### src/sv/lpcm_su_pkg.sv
// ----------------------------------------------------------------------------
// lpcm_su_pkg
// Shared types and constants for the LPCM sample unpacker.
// ----------------------------------------------------------------------------
`default_nettype none

package lpcm_su_pkg;

    localparam int MAX_CHANNELS_DEF = 8;
    localparam int POS_W            = 6;
    localparam int CHAN_W           = 3;
    localparam int SAMPLE_W         = 24;
    localparam int APB_ADDR_W       = 3;
    localparam int APB_DATA_W       = 32;

    // register indexes, byte address is 4 * index
    localparam logic REG_WIDTH_MODE = 1'b0;
    localparam logic REG_CHAN_M1    = 1'b1;

    typedef enum logic [1:0] {
        MODE_16  = 2'd0,
        MODE_20  = 2'd1,
        MODE_24  = 2'd2,
        MODE_16B = 2'd3
    } t_width_mode;

    // what a byte does once it reaches the assembly stage
    typedef enum logic [1:0] {
        KIND_NONE = 2'd0,
        KIND_S16  = 2'd1,
        KIND_S24  = 2'd2,
        KIND_S20  = 2'd3
    } t_kind;

    typedef struct packed {
        logic [7:0] data_byte;
        logic       frame_start;
    } t_in;

    typedef struct packed {
        logic signed [SAMPLE_W-1:0] sample_value;
        logic [CHAN_W-1:0]          channel_index;
        logic                       last_of_run;
    } t_out;

endpackage

`default_nettype wire

### src/sv/lpcm_sample_unpacker.sv
// ----------------------------------------------------------------------------
// lpcm_sample_unpacker
// Unpacks DVD LPCM frame payload bytes into Q0.23 samples with channel number.
// ----------------------------------------------------------------------------
//
// channel   direction  handshake                   payload
// input     in         i_in_valid / o_in_ready     i_in_item  (t_in)
// output    out        o_out_valid / i_out_ready   o_out_item (t_out)
// config    in         psel/penable/pwrite/pready  paddr, pwdata, prdata
//
// a byte is accepted every cycle while the output keeps up; a 20-bit trailing
// byte makes two samples that leave through the result register one per
// cycle while the output is ready, so the assembly stage waits for both. a
// byte is registered in the buffer read and assembly stage, then in the
// result register, before its first sample shows. reset clears chunk
// position, registers and valid flags; the high-byte buffer is not cleared.
// a stalled output holds the assembly stage and the input side stops only once both are full.
// ----------------------------------------------------------------------------
`default_nettype none

module lpcm_sample_unpacker #(
    parameter int MAX_CHANNELS = lpcm_su_pkg::MAX_CHANNELS_DEF
) (
    input  wire logic                                i_clk,
    input  wire logic                                i_rst_n,
    input  wire logic                                i_in_valid,
    output logic                                     o_in_ready,
    input  wire lpcm_su_pkg::t_in                    i_in_item,
    output logic                                     o_out_valid,
    input  wire logic                                i_out_ready,
    output lpcm_su_pkg::t_out                        o_out_item,
    input  wire logic                                psel,
    input  wire logic                                penable,
    input  wire logic                                pwrite,
    input  wire logic [lpcm_su_pkg::APB_ADDR_W-1:0]  paddr,
    input  wire logic [lpcm_su_pkg::APB_DATA_W-1:0]  pwdata,
    output logic      [lpcm_su_pkg::APB_DATA_W-1:0]  prdata,
    output logic                                     pready
);

    import lpcm_su_pkg::*;

    localparam int BANK_DEPTH = 2 * MAX_CHANNELS;
    localparam int AW         = (BANK_DEPTH > 1) ? $clog2(BANK_DEPTH) : 1;
    localparam logic [3:0] MaxCh = 4'(MAX_CHANNELS);

    // configuration
    t_width_mode       r_mode;
    logic [CHAN_W-1:0] r_chan_m1;
    logic              cfg_wr;

    // position and front end
    logic [POS_W-1:0]  r_pos;
    logic [POS_W-1:0]  n_pos;
    logic [3:0]        num_ch;
    logic [POS_W-1:0]  chunk_len;
    logic [POS_W-1:0]  four_n;
    logic [POS_W-1:0]  p;
    logic [POS_W-1:0]  p_inc;
    logic [POS_W-1:0]  j;
    logic [POS_W-1:0]  k0;
    logic [POS_W-1:0]  k1;
    logic [POS_W-1:0]  n_wide;
    t_kind             kind;
    logic              store_en;
    logic [AW-1:0]     wr_addr;
    logic [AW-1:0]     rd_addr_a;
    logic [AW-1:0]     rd_addr_b;
    logic [CHAN_W-1:0] ch0;
    logic [CHAN_W-1:0] ch1;
    logic              accept;

    // buffer banks: even and odd high bytes
    logic [7:0]        ev_a, ev_b, od_a, od_b;

    // assembly stage
    logic              r_s1_valid;
    t_kind             r_s1_kind;
    logic [7:0]        r_s1_byte;
    logic [CHAN_W-1:0] r_s1_ch0;
    logic [CHAN_W-1:0] r_s1_ch1;
    logic              s1_adv;
    t_out              res0;
    t_out              res1;

    // result register, second sample of a 20-bit pair waits in r_o1
    logic              r_ov;
    logic              r_two;
    t_out              r_o0;
    t_out              r_o1;
    logic              pair_free;

    // ---------------- configuration port ----------------
    assign pready = 1'b1;
    assign cfg_wr = psel && penable && pwrite && pready;

    always_comb begin
        unique case (paddr[2])
            REG_WIDTH_MODE: prdata = {{(APB_DATA_W-2){1'b0}}, r_mode};
            REG_CHAN_M1:    prdata = {{(APB_DATA_W-CHAN_W){1'b0}}, r_chan_m1};
            default:        prdata = '0;
        endcase
    end

    always_ff @(posedge i_clk) begin
        if (!i_rst_n) begin
            r_mode    <= MODE_16;
            r_chan_m1 <= CHAN_W'(1);
        end else if (cfg_wr) begin
            unique case (paddr[2])
                REG_WIDTH_MODE: r_mode    <= t_width_mode'(pwdata[1:0]);
                REG_CHAN_M1:    r_chan_m1 <= pwdata[CHAN_W-1:0];
                default: ;
            endcase
        end
    end

    // ---------------- front end: position and buffer access ----------------
    always_comb begin
        num_ch = {1'b0, r_chan_m1} + 4'd1;
        if (num_ch > MaxCh) begin
            num_ch = MaxCh;
        end
        n_wide = {2'b00, num_ch};
        four_n = {num_ch, 2'b00};

        case (r_mode) inside
            MODE_20: chunk_len = four_n + n_wide;
            MODE_24: chunk_len = four_n + {1'b0, num_ch, 1'b0};
            default: chunk_len = {1'b0, num_ch, 1'b0};
        endcase

        // realign on frame start or when the registers moved the chunk
        p     = (i_in_item.frame_start || r_pos >= chunk_len) ? '0 : r_pos;
        p_inc = p + POS_W'(1);
        n_pos = (p_inc >= chunk_len) ? '0 : p_inc;

        j  = p - four_n;
        k0 = {j[POS_W-2:0], 1'b0};
        k1 = {j[POS_W-2:0], 1'b1};

        kind      = KIND_NONE;
        store_en  = 1'b0;
        wr_addr   = p[AW:1];
        rd_addr_a = '0;
        rd_addr_b = '0;
        ch0       = '0;
        ch1       = '0;

        case (r_mode) inside
            MODE_16, MODE_16B: begin
                if (p[0]) begin
                    kind = KIND_S16;
                    ch0  = p[CHAN_W:1];
                end else begin
                    store_en = 1'b1;
                    wr_addr  = '0;
                end
            end
            default: begin
                if (p < four_n) begin
                    store_en = 1'b1;
                end else if (r_mode == MODE_24) begin
                    kind      = KIND_S24;
                    rd_addr_a = j[AW-1:0];
                    ch0       = (j >= n_wide) ? CHAN_W'(j - n_wide) : j[CHAN_W-1:0];
                end else begin
                    kind      = KIND_S20;
                    rd_addr_a = k0[AW-1:0];
                    rd_addr_b = k1[AW-1:0];
                    ch0       = (k0 >= n_wide) ? CHAN_W'(k0 - n_wide) : k0[CHAN_W-1:0];
                    ch1       = (k1 >= n_wide) ? CHAN_W'(k1 - n_wide) : k1[CHAN_W-1:0];
                end
            end
        endcase
    end

    assign pair_free  = !r_ov || (i_out_ready && !r_two);
    assign s1_adv     = r_s1_valid && ((r_s1_kind == KIND_NONE) || pair_free);
    assign o_in_ready = !r_s1_valid || s1_adv;
    assign accept     = i_in_valid && o_in_ready;

    // in 16-bit mode the stored byte always lands at buffer entry zero
    lpcm_su_ram #(
        .WIDTH (8),
        .DEPTH (BANK_DEPTH)
    ) u_even (
        .i_clk     (i_clk),
        .i_we      (accept && store_en && !p[0]),
        .i_waddr   (wr_addr),
        .i_wdata   (i_in_item.data_byte),
        .i_re      (accept),
        .i_raddr_a (rd_addr_a),
        .i_raddr_b (rd_addr_b),
        .o_rdata_a (ev_a),
        .o_rdata_b (ev_b)
    );

    lpcm_su_ram #(
        .WIDTH (8),
        .DEPTH (BANK_DEPTH)
    ) u_odd (
        .i_clk     (i_clk),
        .i_we      (accept && store_en && p[0]),
        .i_waddr   (wr_addr),
        .i_wdata   (i_in_item.data_byte),
        .i_re      (accept),
        .i_raddr_a (rd_addr_a),
        .i_raddr_b (rd_addr_b),
        .o_rdata_a (od_a),
        .o_rdata_b (od_b)
    );

    always_ff @(posedge i_clk) begin
        if (!i_rst_n) begin
            r_pos      <= '0;
            r_s1_valid <= 1'b0;
        end else begin
            if (accept) begin
                r_pos <= n_pos;
            end
            if (accept) begin
                r_s1_valid <= 1'b1;
            end else if (s1_adv) begin
                r_s1_valid <= 1'b0;
            end
        end
    end

    always_ff @(posedge i_clk) begin
        if (accept) begin
            r_s1_kind <= kind;
            r_s1_byte <= i_in_item.data_byte;
            r_s1_ch0  <= ch0;
            r_s1_ch1  <= ch1;
        end
    end

    // ---------------- sample assembly ----------------
    always_comb begin
        res0.channel_index = r_s1_ch0;
        res0.last_of_run   = 1'b1;
        res1.channel_index = r_s1_ch1;
        res1.last_of_run   = 1'b1;
        res1.sample_value  = $signed({ev_b, od_b, r_s1_byte[3:0], 4'h0});
        case (r_s1_kind)
            KIND_S16: res0.sample_value = $signed({ev_a, r_s1_byte, 8'h00});
            KIND_S24: res0.sample_value = $signed({ev_a, od_a, r_s1_byte});
            KIND_S20: begin
                res0.sample_value = $signed({ev_a, od_a, r_s1_byte[7:4], 4'h0});
                res0.last_of_run  = 1'b0;
            end
            default:  res0.sample_value = '0;
        endcase
    end

    always_ff @(posedge i_clk) begin
        if (!i_rst_n) begin
            r_ov  <= 1'b0;
            r_two <= 1'b0;
        end else if (s1_adv && r_s1_kind != KIND_NONE) begin
            r_ov  <= 1'b1;
            r_two <= (r_s1_kind == KIND_S20);
        end else if (r_ov && i_out_ready) begin
            if (r_two) begin
                r_two <= 1'b0;
            end else begin
                r_ov <= 1'b0;
            end
        end
    end

    always_ff @(posedge i_clk) begin
        if (s1_adv && r_s1_kind != KIND_NONE) begin
            r_o0 <= res0;
            r_o1 <= res1;
        end else if (r_ov && i_out_ready && r_two) begin
            r_o0 <= r_o1;
        end
    end

    assign o_out_valid = r_ov;
    assign o_out_item  = r_o0;

endmodule

`default_nettype wire

### src/sv/lpcm_su_ram.sv
// ----------------------------------------------------------------------------
// lpcm_su_ram
// Generic RAM, one write port and two registered read ports.
// ----------------------------------------------------------------------------
`default_nettype none

module lpcm_su_ram #(
    parameter int WIDTH = 8,
    parameter int DEPTH = 16,
    parameter int AW    = (DEPTH > 1) ? $clog2(DEPTH) : 1
) (
    input  wire logic             i_clk,
    input  wire logic             i_we,
    input  wire logic [AW-1:0]    i_waddr,
    input  wire logic [WIDTH-1:0] i_wdata,
    input  wire logic             i_re,
    input  wire logic [AW-1:0]    i_raddr_a,
    input  wire logic [AW-1:0]    i_raddr_b,
    output logic      [WIDTH-1:0] o_rdata_a,
    output logic      [WIDTH-1:0] o_rdata_b
);

    logic [WIDTH-1:0] r_mem [DEPTH];

    always_ff @(posedge i_clk) begin
        if (i_we) begin
            r_mem[i_waddr] <= i_wdata;
        end
    end

    always_ff @(posedge i_clk) begin
        if (i_re) begin
            o_rdata_a <= r_mem[i_raddr_a];
            o_rdata_b <= r_mem[i_raddr_b];
        end
    end

endmodule

`default_nettype wire

### config.mk
export PLATFORM = sky130hd
export DESIGN_NAME = lpcm_sample_unpacker
export DESIGN_NICKNAME = d
export VERILOG_FILES = /design/src/sv/lpcm_su_pkg.sv /design/src/sv/lpcm_sample_unpacker.sv /design/src/sv/lpcm_su_ram.sv
export SDC_FILE = /design/constraint.sdc
export NUM_CORES = 1
export LEC_CHECK = 0
export BUFFER_PORTS_ARGS = -buffer_cell sky130_fd_sc_hd__buf_4
export CORE_ASPECT_RATIO = 1.1
export CORE_MARGIN = 2
export CORE_UTILIZATION = 50
export DETAILED_ROUTE_END_ITERATION = 16
export GPL_ROUTABILITY_DRIVEN = 0
export PLACE_DENSITY = 0.77
export SLEW_MARGIN = 10
export SYNTH_ARGS = -nofsm -noshare
export SYNTH_HDL_FRONTEND = slang
export SYNTH_SLANG_ARGS = --single-unit
### constraint.sdc
create_clock -name i_clk -period 9.75 [get_ports i_clk]
set_clock_uncertainty 0.2 [all_clocks]
set_input_delay 0.4875 -clock i_clk [delete_from_list [all_inputs] [get_ports i_clk]]
set_output_delay 0.4875 -clock i_clk [all_outputs]
set_load 0.01 [all_outputs]
Yosys cells after proc, flatten, opt, wreduce, memory -nomap -nowiden --
Memories as Yosys holds them, arrays and structs flattened. A register that Yosys moved wholly into a read port is not among the register bits. Cells that the tools add are included.
Cells by class: muxes and demuxes 43, add/sub/neg operators 8, bitwise logic cells 1, eq/ne operators 7, magnitude comparators 7, reductions and logical operators 30
Operator list (number):
- $pmux W24 S3 | 1
- $pmux W32 S2 | 1
- $mux W28 | 2
- $mux W4 | 9
- $mux W6 | 4
- $mux W3 | 7
- $ge A6 B4 Y1 | 3
- $mux W1 | 17
- $ge A6 B6 Y1 | 2
- $logic_and A1 B1 Y1 | 11
- $sub A3 B3 Y3 | 3
- $eq A2 B2 Y1 const B | 4
- $reduce_bool A2 Y1 | 4
- $add A6 B1 Y6 const B | 1
- $add A6 B4 Y6 | 1
- $add A6 B5 Y6 | 1
- $lt A6 B6 Y1 | 1
- $reduce_and A2 Y1 | 3
- $sub A6 B6 Y6 | 1
- $add A3 B1 Y4 const B | 1
- $eq A2 B1 Y1 const B | 2
- $gt A4 B4 Y1 const B | 1
- $logic_not A1 Y1 | 4
- $logic_not A2 Y1 | 2
- other kinds (6) | 10
Word-level totals: flip-flop bits (word level) 81, logic and storage cells 113, output and inout bits 63, input bits 51, memories kept 2, bits in writable memories 256
Memories:
- u_even.r_mem | words 16, bits a word 8, rd ports 2, clocked after memory_dff 2, write ports 1, RTL line lpcm_su_ram.sv:23 | logic [WIDTH-1:0] r_mem [DEPTH];
- u_odd.r_mem | words 16, bits a word 8, rd ports 2, clocked after memory_dff 2, write ports 1, RTL line lpcm_su_ram.sv:23

Longest topological paths before layout --
Gate-level depths: netlist (run 1).
depth in word-level cells 16, mapped depth 30

By module --
From an unflattened synthesis (run 1), not the netlist that was laid out.
Second synthesis, totals: cell total of the unflattened synthesis 1049, area total of the unflattened synthesis 17853.4 um^2
By module, submodules not included:
- lpcm_su_ram at u_odd | area each 6506.2 um^2, instances 1, cells an instance 307
- lpcm_su_ram at u_even | area each 6505.0 um^2, instances 1, cells an instance 307
- lpcm_sample_unpacker | area each 4842.1 um^2, instances 1, cells an instance 435

Worst setup path after synthesis (run 1) --
Ideal clock, no wire load.
kind register to register, from register r_chan_m1[0], to register r_s1_ch0[1] (data pin), arrival time 5.902 ns, data required time 9.294 ns, stages on the path, launching flop included 28, path slack 3.392 ns, buffers on the path 2, path through dfxtp_1 -> ha_1 -> xnor2_1 -> a21oi_1 -> nand2b_1 -> inv_1 -> ha_1 -> a21oi_1 -> inv_1 -> a21oi_1 -> nor3_1 -> a21o_1 -> a22oi_1 -> ha_1 -> a211o_1 -> a21oi_2 -> nand2_1 -> ha_1 -> inv_1 -> clkbuf_1 -> buf_1 -> ha_1 -> a2111oi_0 -> o21ai_1 -> nor2_1 -> a21oi_1 -> o21ai_0 -> o21ai_1
Between the ends: cells in the longest elaborated chain, start to end 15
RTL lines:
- start: declaration | RTL line lpcm_sample_unpacker.sv:49 | logic [CHAN_W-1:0] r_chan_m1;
- start signal: assignment | RTL line lpcm_sample_unpacker.sv:112 | REG_CHAN_M1: r_chan_m1 <= pwdata[CHAN_W-1:0];
- $add A3 B1 Y4 (*) | RTL line lpcm_sample_unpacker.sv:120 | num_ch = {1'b0, r_chan_m1} + 4'd1;
- $gt A4 B4 Y1 | RTL line lpcm_sample_unpacker.sv:121 | if (num_ch > MaxCh) begin
- $mux W4 (*) | RTL line lpcm_sample_unpacker.sv:121
- $add A6 B5 Y6 | RTL line lpcm_sample_unpacker.sv:129 | MODE_24: chunk_len = four_n + {1'b0, num_ch, 1'b0};
- $mux W6 (2 in series) | RTL line lpcm_sample_unpacker.sv:127 | case (r_mode) inside
- $ge A6 B6 Y1 | RTL line lpcm_sample_unpacker.sv:134 | p = (i_in_item.frame_start || r_pos >= chunk_len) ? '0 : r_pos;
- $logic_or A1 B1 Y1 | RTL line lpcm_sample_unpacker.sv:134
- $mux W6 | RTL line lpcm_sample_unpacker.sv:134
- $sub A6 B6 Y6 | RTL line lpcm_sample_unpacker.sv:138 | j = p - four_n;
- $ge A6 B4 Y1, or another cell as far along | RTL line lpcm_sample_unpacker.sv:171 | ch0 = (k0 >= n_wide) ? CHAN_W'(k0 - n_wide) : k0[CHAN_W-1:0];
- $mux W3 (on tied branches) | RTL line lpcm_sample_unpacker.sv:171, lpcm_sample_unpacker.sv:166
- $mux W3 | RTL line lpcm_sample_unpacker.sv:163 | end else if (r_mode == MODE_24) begin
- $mux W3 | RTL line lpcm_sample_unpacker.sv:161 | if (p < four_n) begin
- $mux W3 (*) | RTL line lpcm_sample_unpacker.sv:150 | case (r_mode) inside
- via ch0[1] | RTL line lpcm_sample_unpacker.sv:69 | logic [CHAN_W-1:0] ch0;
- end signal: assignment | RTL line lpcm_sample_unpacker.sv:234 | r_s1_ch0 <= ch0;
- end: declaration | RTL line lpcm_sample_unpacker.sv:80 | logic [CHAN_W-1:0] r_s1_ch0;
The timed path passes the listed nets; every way through them passes the cells marked *. A chain may end at the register's enable or synchronous reset.

Final worst setup path (run 1) --
from register r_chan_m1[0], to register u_even.o_rdata_a[4] (read register of u_even.r_mem) (data pin)
Between the ends: cells in the longest elaborated chain, start to end 13
RTL lines:
- $add A3 B1 Y4 (*) | RTL line lpcm_sample_unpacker.sv:120
- $gt A4 B4 Y1 | RTL line lpcm_sample_unpacker.sv:121
- $mux W4 (*) | RTL line lpcm_sample_unpacker.sv:121
- $add A6 B5 Y6 | RTL line lpcm_sample_unpacker.sv:129
- $mux W6 (2 in series) | RTL line lpcm_sample_unpacker.sv:127
- $ge A6 B6 Y1 | RTL line lpcm_sample_unpacker.sv:134
- $logic_or A1 B1 Y1 | RTL line lpcm_sample_unpacker.sv:134
- $mux W6 | RTL line lpcm_sample_unpacker.sv:134
- $sub A6 B6 Y6 | RTL line lpcm_sample_unpacker.sv:138
- $mux W4 | RTL line lpcm_sample_unpacker.sv:163
- $mux W4 (*) | RTL line lpcm_sample_unpacker.sv:161
- $mux W4 (*) | RTL line lpcm_sample_unpacker.sv:150
- end: declaration | RTL line lpcm_su_ram.sv:19 | output logic [WIDTH-1:0] o_rdata_a,
Mark *: on every way between the ends. The rest lies on a longest branch, timed or not.

==> flow_metrics.py, run 1 <==
metrics = {
    "outcome": {
        "status": "finished, final reports clean",
    },
    "logic_synthesis": {
        "ys_ff_latch": 369,
        "synth-seq-area-share": 0.639,
        "synth_flop_cell": "edfxtp_1",
        "synth_top_area_share": 0.622,
        "syn_inst": 1428,
        "synth.largest_area_cell": "edfxtp_1",
        "synth-edff-count": 355,
        "async_reset_ff_frac": 0,
        "avgSynthCellArea_um2": 12.0,
        "yosys_warnings": 0,
        "synthDistinctLibCells": 61,
        "synth_area_leaders": "edfxtp_1 (62%), nand2_1 (8.7%), nand3_1 (2.7%)",
        "syn_area_um2": 17100,
    },
    "sta": {
        "min_period_ns": 8.11,
        "tns_ns": 0,
        "max_freq_mhz": 123,
        "drv_slew": 0,
        "worst_pin_slew_ns": 1.23,
        "finalSetupViolations": 0,
        "slew_headroom": 0.179,
        "post-route-period-util": 0.832,
        "rsz0062_at_grt": "false",
        "hold_viol": 0,
    },
    "min_path": {
        "hold_depth": 2,
        "worstHoldStart": "i_rst_n",
        "min_path_type": "input pin to register",
        "min_to": "r_chan_m1[0]$_SDFFE_PN1P_",
    },
    "clock_network": {
        "ctsLongestPathBuffers": 3,
        "cts_made_buffers": 35,
        "clock-sinks": 369,
        "cts.clk_slew.worst_paths_ns": 0.06,
        "cts_tree": "done",
        "post-cts-setup-buffer-count": 0,
        "cts_root_buf": "clkbuf_16",
        "insertion_delay_ns": 0.53,
        "htreeDepth": 2,
    },
    "finish": {
        "n_antenna_cell": 0,
        "final-instance-count-excl-fill": 1912,
        "fillers": 2699,
        "fin_area_um2": 18700,
        "area_growth_syn_to_layout_pct": 9.36,
        "seq_area_um2": 10900,
        "multi_input_area_um2": 5590,
        "finalNetCount": 1539,
        "drive_gt1_frac": 0.101,
    },
    "route": {
        "drcViolationCount": 0,
        "via_count": 11600,
        "dr.first_iter.drc_count": 1477,
        "first_pass_iters": 5,
        "drt-total-wl_um": 41200,
        "postRouteAntennaNets": 0,
        "via_per_inst": 6.06,
        "drt-wirelength-per-cell_um": 21.5,
    },
    "global_routing": {
        "met1_usage": 0.303,
        "overflow": 0,
        "grt_pass1_wl_um": 63600,
        "grt_util_met3": 0.0566,
        "gr-max-usage-layer": "met2",
        "antenna_found_initial": 1,
        "grt_pass1_vias": 11300,
        "grt.total_usage": 0.230,
        "met2_usage": 0.369,
        "grt_max_degree": 70,
    },
    "worst_setup_path": {
        "end_kind": "register",
        "max_stage_delay_ns": 0.62,
        "r2r_end": "u_even.o_rdata_a[4]$_DFFE_PP_",
        "critPathKind": "register to register",
        "crit_required_ns": 9.79,
        "cpMaxStageDelayCell": "dfxtp_1",
        "r2r_start": "r_chan_m1[0]$_SDFFE_PN1P_",
        "startpoint_type": "register",
        "worstPathArrival_ns": 8.15,
        "r2r_cells": 26,
        "critPathMaxFanout": 58,
        "reg2reg_slack_ns": 1.64,
    },
    "pwr": {
        "power_leakage_nw": 6.61,
        "peakVddDrop_mv": 0.0925,
        "power_density_nw_per_um2": 171,
    },
    "floorplanning": {
        "chipHeight_um": 198,
        "die_w_um": 180,
        "design.core.area_um2": 33900,
        "dieArea_um2": 35800,
        "rows": 71,
        "start_util": 0.505,
        "io_pins": 114,
    },
    "run": {
        "drv_cap": 0,
    },
    "place": {
        "place_hpwl_um": 26600,
        "port_buffers": 52,
        "placedCellCount": 1846,
        "placed_area_um2": 17600,
    },
}
cells in the final DEF, fill, tap and decap left out, drive strengths merged, types with 24 or more instances in the layout:
cell	count
ha	37
nor2	60
buf	65
nand2	396
a31oi	40
nand3	93
a22oi	31
mux2i	27
clkbuf	44
edfxtp	355
conb	30
nor2b	24
o21ai	35
a32oi	32
critical path: cells and delay by family (launching register included):
kind / cells / cell delay (ns)
adders and majority gates: 4 / 1.43
buffers and inverters: 4 / 1.14
AOI/OAI and AO/OA: 10 / 2.64
DFF: 1 / 0.62
and+or+nand+nor: 8 / 1.69
repair_timing:
action                                 CTS  global route
gates resized for setup                  0             0
hold buffers                             1             0
endpoints found under the hold margin    1             0
layout make-up:
| cell class | count | area share |
|---|---|---|
| clock buffers | 44 | 0.0497 |
| clock inverters | 20 | 0.00721 |
| inverters | 21 | 0.00421 |
| multi-input cells | 954 | 0.298 |
| flip-flops and latches | 369 | 0.584 |
| well taps | 438 | 0.0293 |
| repair buffers | 66 | 0.0275 |
power by group:
part           switching [mW]  internal [mW]
sequential             0.0121           1.76
clock                   0.575          0.709
combinational          0.0983         0.0496
routing by layer:
layer | part of all wire | vias up | wire [µm]
met5 | 0.00032 | - | 13
met4 | 0.033 | 2 | 1360
met1 | 0.39 | 5566 | 16100
li1 | - | 5207 | -
met3 | 0.11 | 105 | 4620
met2 | 0.46 | 700 | 19000
cell families (layout without fill, tap and decap cells):
group           Yosys count  count (layout)  synth area share
other cells               2              30          0.000438
fa+ha+maj                41              41            0.0317
mux                      42              42            0.0364
compound gates          211             211            0.0889
xor+xnor                 12              12           0.00614
buf+inv                 133             151            0.0432
flops                   369             369             0.639
simple gates            618             618             0.154
worst max path at each step:
stage                               endpoint                       from  cells after the start
4_1_cts        u_even.o_rdata_a[4]$_DFFE_PP_  r_chan_m1[0]$_SDFFE_PN1P_                     26
6_report       u_even.o_rdata_a[4]$_DFFE_PP_  r_chan_m1[0]$_SDFFE_PN1P_                     26
5_1_grt        u_even.o_rdata_a[2]$_DFFE_PP_  r_chan_m1[0]$_SDFFE_PN1P_                     26
3_3_place_gp   u_even.o_rdata_a[2]$_DFFE_PP_  r_chan_m1[0]$_SDFFE_PN1P_                     26
3_5_place_dp   u_even.o_rdata_a[4]$_DFFE_PP_  r_chan_m1[0]$_SDFFE_PN1P_                     26
2_1_floorplan          r_s1_ch0[1]$_DFFE_PP_  r_chan_m1[0]$_SDFFE_PN1P_                     27
synthesized netlist by cell type (5+ instances only):
| master | number |
|---|---|
| buf_2 | 35 |
| buf_4 | 37 |
| a211oi_1 | 5 |
| xnor2_1 | 8 |
| edfxtp_1 | 355 |
| mux4_2 | 11 |
| o21ai_0 | 27 |
| mux2i_1 | 27 |
| clkbuf_1 | 30 |
| buf_1 | 5 |
| inv_1 | 19 |
| a311o_1 | 13 |
| nor2b_1 | 24 |
| and3_1 | 15 |
| a31oi_1 | 40 |
| o211ai_1 | 5 |
| nand2b_1 | 5 |
| nand2_1 | 395 |
| o21ai_1 | 6 |
| nor2_1 | 57 |
| a32oi_1 | 32 |
| and2_1 | 5 |
| dfxtp_1 | 14 |
| a22o_1 | 7 |
| a21oi_1 | 18 |
| nand3_1 | 93 |
| a21boi_0 | 5 |
| ha_1 | 37 |
| a22oi_1 | 31 |
sequential cells by signal (all words and copies together) (netlist names):
name	count
u_even.o_rdata_a	8
r_o1	23
r_chan_m1	3
r_pos	6
u_even.r_mem	128
r_s1_ch1	3
u_even.o_rdata_b	8
o_out_item	28
r_two	1
r_s1_ch0	3
u_odd.o_rdata_b	8
r_s1_valid	1
o_out_valid	1
r_s1_byte	8
r_mode	2
u_odd.o_rdata_a	8
u_odd.r_mem	128
r_s1_kind	2
per-stage QoR:
step	utilization	hold WS, ns	worst slack [ns]	power (mW)
2_1_floorplan	-	0.200	3.39	1.91
3_3_place_gp	0.520	0.201	1.91	1.95
3_5_place_dp	0.520	0.205	1.78	1.95
4_1_cts	0.552	0.00682	1.77	3.21
5_1_grt	0.552	0.0189	1.11	3.29
6_report	0.552	0.0164	1.64	3.21
Power figures use the tool's default switching activity.
==> inputs of run 2 (changes only) <==
--- a/config.mk
+++ b/config.mk
@@ -11,7 +11,7 @@
 export CORE_UTILIZATION = 50
 export DETAILED_ROUTE_END_ITERATION = 16
 export GPL_ROUTABILITY_DRIVEN = 0
-export PLACE_DENSITY = 0.77
+export PLACE_DENSITY = 0.79
 export SLEW_MARGIN = 10
 export SYNTH_ARGS = -nofsm -noshare
 export SYNTH_HDL_FRONTEND = slang
==> constraint.sdc (replaced) <==
create_clock -name i_clk -period 6.55 [get_ports i_clk]
set_clock_uncertainty 0.2 [all_clocks]
set_input_delay 0.3275 -clock i_clk [delete_from_list [all_inputs] [get_ports i_clk]]
set_output_delay 0.3275 -clock i_clk [all_outputs]
set_load 0.01 [all_outputs]
==> run 2 against run 1 <==
Routed wire length rose by 2.7%; global-route usage rose by 0.20 points; critical endpoint is now u_odd.o_rdata_a[7]$_DFFE_PP_; largest cell class unchanged; first-iteration DRC count fell by 0.41%.
==> flow_metrics.py, run 2 (synthesis results as in run 1) <==
metrics = {
    "pwr": {
        "peakVddDrop_mv": 0.150,
        "p_int_mw": 3.77,
        "pwr-share-comb": 0.048,
        "pwr-share-seq": 0.548,
        "power_leakage_nw": 6.89,
        "switching_power_mw": 1.04,
        "power_frac_clock": 0.404,
        "swShare": 0.216,
        "power_density_nw_per_um2": 250,
    },
    "worst_setup_path": {
        "path_buf_inv": 4,
        "end_kind": "register",
        "reg2reg_slack_ns": 0.30,
        "crit_family": "compound AO/OA/AOI/OAI gates",
        "worst_path_most_repeated_cell": "ha_1",
        "cpMaxStageDelayCell": "fa_1",
        "max_stage_delay_ns": 0.46,
        "critPathKind": "register to register",
        "startpoint_type": "register",
        "crit_required_ns": 6.60,
        "critPathMaxFanout": 34,
        "worstPathArrival_ns": 6.30,
    },
    "clock_network": {
        "cts_root_buf": "clkbuf_16",
        "ctsLongestPathBuffers": 3,
        "cts.clk_slew.worst_paths_ns": 0.07,
        "cts_tree": "done",
        "cts_made_buffers": 35,
        "insertion_delay_ns": 0.54,
        "htreeDepth": 2,
        "clock-sinks": 369,
    },
    "global_routing": {
        "grt_max_degree": 68,
        "met2_usage": 0.380,
        "overflow": 0,
        "grt_pass1_vias": 11700,
        "antenna_found_initial": 0,
        "met1_usage": 0.304,
        "grt_util_met3": 0.0480,
        "gr-max-usage-layer": "met2",
        "grt_pass1_wl_um": 64700,
        "grt.total_usage": 0.232,
    },
    "run": {
        "drv_cap": 0,
    },
    "sta": {
        "min_period_ns": 6.25,
        "post-route-period-util": 0.954,
        "tns_ns": 0,
        "rsz0062_at_grt": "false",
        "worst_pin_slew_ns": 1.21,
        "slew_headroom": 0.190,
        "drv_slew": 0,
        "setup_slack_ns": 0.301,
        "hold_viol": 0,
        "max_freq_mhz": 160,
        "finalSetupViolations": 0,
    },
    "floorplanning": {
        "rows": 71,
        "io_pins": 114,
        "dieArea_um2": 35800,
        "design.core.area_um2": 33900,
        "chipHeight_um": 198,
        "die_w_um": 180,
        "start_util": 0.505,
    },
    "place": {
        "port_buffers": 52,
        "dpl_worst_slack_ns": 0.189,
        "place_hpwl_um": 27400,
        "placed_area_um2": 18000,
    },
    "route": {
        "first_pass_iters": 6,
        "drcViolationCount": 0,
        "via_per_inst": 6.11,
        "drt-total-wl_um": 42300,
        "drt-wirelength-per-cell_um": 21.5,
        "postRouteAntennaNets": 0,
        "via_count": 12000,
        "dr.first_iter.drc_count": 1471,
    },
    "finish": {
        "drive_gt1_frac": 0.134,
        "fin_area_um2": 19300,
        "n_antenna_cell": 0,
        "final_cell_mix": "nand2_1 (395), edfxtp_1 (355), buf_4 (105)",
        "layout_commonest_cell": "nand2_1",
        "finalNetCount": 1594,
        "area_growth_syn_to_layout_pct": 12.6,
    },
    "min_path": {
        "min_path_type": "input pin to register",
    },
    "outcome": {
        "status": "finished, final reports clean",
    },
}
==> run 2: path summary, 6_finish.rpt <==
kind / start / end / depth (start not counted)
max: r_chan_m1[0]$_SDFFE_PN1P_ / u_odd.o_rdata_a[7]$_DFFE_PP_ / 26
min: i_in_item[4] / u_even.r_mem[12][3]$_DFFE_PP_ / 1
max reg2reg: r_chan_m1[0]$_SDFFE_PN1P_ / u_odd.o_rdata_a[7]$_DFFE_PP_ / 26
min reg2reg: u_odd.o_rdata_b[4]$_DFFE_PP_ / r_o1[16]$_DFFE_PP_ / 0
==> run 2: timing repair <==
action,in CTS,in global routing
hold buffers,9,0
resized for setup,0,10
setup buffers,0,1
hold endpoints to repair,14,0
endpoints found under the setup margin,0,61
==> run 2: power by group through the flow <==
stage	clock network (mW)	registers [mW]	logic, mW
2_1_floorplan	0	2.69	0.150
3_3_place_gp	0	2.69	0.214
3_5_place_dp	0	2.69	0.222
4_1_cts	1.96	2.64	0.227
5_1_grt	2.04	2.64	0.251
6_report	1.94	2.64	0.231
==> run 2: per-stage QoR <==
step	instances	util	hold slack, ns	total power [mW]
5_1_grt	1964	0.568	0.0271	4.94
2_1_floorplan	1456	-	0.200	2.84
3_5_place_dp	1892	0.532	0.205	2.91
4_1_cts	1962	0.566	0.0124	4.82
6_report	1964	0.568	0.0243	4.82
3_3_place_gp	1892	0.532	0.202	2.90
==> run 2: routing by layer <==
| layer | up-vias | routed length [µm] | share of wire |
|---|---|---|---|
| li1 | 5318 | - | - |
| met1 | 5725 | 15700 | 0.37 |
| met2 | 855 | 20300 | 0.48 |
| met3 | 104 | 5040 | 0.12 |
| met4 | 0 | 1240 | 0.029 |
| met5 | - | 0 | 0 |
==> run 2: cell type report <==
type	count	area, µm²
fillers	2604	14700
flip-flops and latches	369	10900
multi-input cells	954	5610
repair buffers	121	1020
clock buffers	41	898
well taps	438	548
clock inverters	20	181
inverters	21	78.8
==> inputs of run 3 (changes only) <==
--- a/config.mk
+++ b/config.mk
@@ -11,7 +11,7 @@
 export CORE_UTILIZATION = 50
 export DETAILED_ROUTE_END_ITERATION = 16
 export GPL_ROUTABILITY_DRIVEN = 0
-export PLACE_DENSITY = 0.79
+export PLACE_DENSITY = 0.77
 export SLEW_MARGIN = 10
 export SYNTH_ARGS = -nofsm -noshare
 export SYNTH_HDL_FRONTEND = slang
==> constraint.sdc (replaced) <==
create_clock -name i_clk -period 6 [get_ports i_clk]
set_clock_uncertainty 0.2 [all_clocks]
set_input_delay 0.3 -clock i_clk [delete_from_list [all_inputs] [get_ports i_clk]]
set_output_delay 0.3 -clock i_clk [all_outputs]
set_load 0.01 [all_outputs]
==> run 3 against run 2 <==
Worst setup slack lost 0.11 ns; clock power increased by 9.8%; core utilization grew 1.7 points; global-route usage increased by 0.26 points; critical path depth up 2; fmax increased by 7.5%; first-iteration DRC count grew 9.7%; hold slack worse by 0.015 ns; sequential share of layout area is 1.6 points lower; sequential cell count unchanged; clock-buffer cell count grew 1; largest cell class unchanged; largest power group unchanged; highest routed layer unchanged.
==> flow_metrics.py, run 3 (synthesis results as in run 1) <==
metrics = {
    "outcome": {
        "status": "finished, final reports clean",
    },
    "pwr": {
        "p_int_mw": 4.16,
        "power_frac_clock": 0.403,
        "power_density_nw_per_um2": 266,
        "pwr-share-comb": 0.050,
        "peakVddDrop_mv": 0.201,
        "pwr-share-seq": 0.547,
        "switching_power_mw": 1.11,
        "swShare": 0.211,
        "power_leakage_nw": 7.12,
    },
    "clock_network": {
        "cts.clk_slew.worst_paths_ns": 0.06,
        "insertion_delay_ns": 0.54,
        "htreeDepth": 2,
        "ctsLongestPathBuffers": 3,
        "cts_made_buffers": 34,
        "cts_root_buf": "clkbuf_16",
        "cts_tree": "done",
        "clock-sinks": 369,
    },
    "place": {
        "placed_area_um2": 18300,
        "port_buffers": 52,
        "place_hpwl_um": 27700,
        "dpl_worst_slack_ns": -0.0356,
    },
    "finish": {
        "fillers": 2529,
        "drive_gt1_frac": 0.173,
        "finalNetCount": 1628,
        "layout_commonest_cell": "nand2_1",
        "seq_area_um2": 10900,
        "final_cell_mix": "nand2_1 (395), edfxtp_1 (355), buf_4 (126)",
        "n_antenna_cell": 0,
        "fin_area_um2": 19900,
        "multi_input_area_um2": 5790,
        "area_growth_syn_to_layout_pct": 15.9,
        "postLayoutCoreUtil": 0.585,
    },
    "worst_setup_path": {
        "cp_num_cells": 28,
        "crit_required_ns": 6.05,
        "startpoint_type": "register",
        "reg2reg_slack_ns": 0.19,
        "critPathMaxFanout": 6,
        "cpMaxStageDelayCell": "fa_1",
        "r2r_start": "r_chan_m1[0]$_SDFFE_PN1P_",
        "worstPathArrival_ns": 5.87,
        "path_buf_inv": 6,
        "critPathKind": "register to register",
        "crit_family": "compound AO/OA/AOI/OAI gates",
        "r2r_cells": 28,
        "max_stage_delay_ns": 0.45,
        "end_kind": "register",
        "r2r_end": "u_odd.o_rdata_a[3]$_DFFE_PP_",
    },
    "route": {
        "via_per_inst": 6.01,
        "dr.first_iter.drc_count": 1614,
        "first_pass_iters": 5,
        "via_count": 12000,
        "drt-wirelength-per-cell_um": 21.5,
        "drt-total-wl_um": 43000,
        "drcViolationCount": 0,
        "postRouteAntennaNets": 0,
    },
    "min_path": {
        "worstHoldStart": "i_in_item[5]",
        "min_path_type": "input pin to register",
        "hold_depth": 1,
        "min_to": "u_even.r_mem[0][4]$_DFFE_PP_",
    },
    "floorplanning": {
        "design.core.area_um2": 33900,
        "rows": 71,
        "start_util": 0.505,
        "io_pins": 114,
        "chipHeight_um": 198,
        "die_w_um": 180,
        "dieArea_um2": 35800,
    },
    "sta": {
        "drv_slew": 0,
        "finalSetupViolations": 0,
        "worst_pin_slew_ns": 1.21,
        "min_period_ns": 5.81,
        "slew_headroom": 0.191,
        "max_freq_mhz": 172,
        "post-route-period-util": 0.969,
        "hold_viol": 0,
        "rsz0062_at_grt": "true",
        "setup_slack_ns": 0.186,
        "hold_slack_ns": 0.00935,
    },
    "global_routing": {
        "grt_pass1_vias": 11700,
        "grt_util_met3": 0.0436,
        "gr-max-usage-layer": "met2",
        "overflow": 0,
        "grt_pass1_wl_um": 65400,
        "grt.total_usage": 0.234,
        "grt_max_degree": 51,
        "antenna_found_initial": 0,
        "met2_usage": 0.387,
        "met1_usage": 0.308,
    },
    "run": {
        "drv_cap": 0,
    },
}
-- run 3: timing repair --
item                                    4_1_cts  5_1_grt
hold endpoints to repair                     15        0
pin swaps                                     0       10
gates cloned                                  0        7
gates resized for setup                       3       55
hold buffers                                  9        0
endpoints found under the setup margin       19      272
setup buffers                                 0        5
-- run 3: how the worst max path moves through the flow --
stage	from	end	slack [ns]
floorplan	r_chan_m1[0]$_SDFFE_PN1P_	r_s1_ch0[1]$_DFFE_PP_	0.02
global placement	r_chan_m1[0]$_SDFFE_PN1P_	u_even.o_rdata_a[2]$_DFFE_PP_	0.08
detailed placement	r_chan_m1[0]$_SDFFE_PN1P_	u_even.o_rdata_a[2]$_DFFE_PP_	-0.04
CTS	r_chan_m1[0]$_SDFFE_PN1P_	u_even.o_rdata_a[6]$_DFFE_PP_	0.06
global route	r_chan_m1[0]$_SDFFE_PN1P_	u_even.r_mem[15][1]$_DFFE_PP_	-0.06
finish	r_chan_m1[0]$_SDFFE_PN1P_	u_odd.o_rdata_a[3]$_DFFE_PP_	0.19
-- run 3: final cells by class --
type,count,share of cell area
Clock buffer,42,0.0454
Clock inverter,19,0.00927
Inverter,21,0.00397
Multi-Input combinational cell,955,0.291
Sequential cell,369,0.551
Tap cell,438,0.0276
Timing Repair Buffer,155,0.0711
-- run 3: metrics by stage --
| step | cells | power (mW) | setup TNS [ns] |
|---|---|---|---|
| 6_report | 1999 | 5.27 | 0 |
| 4_1_cts | 1987 | 5.28 | 0 |
| 3_5_place_dp | 1917 | 3.19 | -0.221 |
| 2_1_floorplan | 1456 | 3.10 | 0 |
| 3_3_place_gp | 1917 | 3.17 | 0 |
| 5_1_grt | 1999 | 5.42 | -1.51 |
-- run 3: power by group through the flow --
stage | clock [mW] | sequential, mW | combinational [mW]
6_report | 2.13 | 2.88 | 0.261
5_1_grt | 2.25 | 2.89 | 0.285
4_1_cts | 2.15 | 2.88 | 0.253
3_5_place_dp | 0 | 2.94 | 0.247
3_3_place_gp | 0 | 2.94 | 0.239
2_1_floorplan | 0 | 2.93 | 0.164
-- run 3: metal layers --
layer | vias up | wire length (µm)
li1 | 5392 | -
met1 | 5731 | 16400
met5 | - | 0
met4 | 0 | 1620
met3 | 127 | 4640
met2 | 763 | 20300
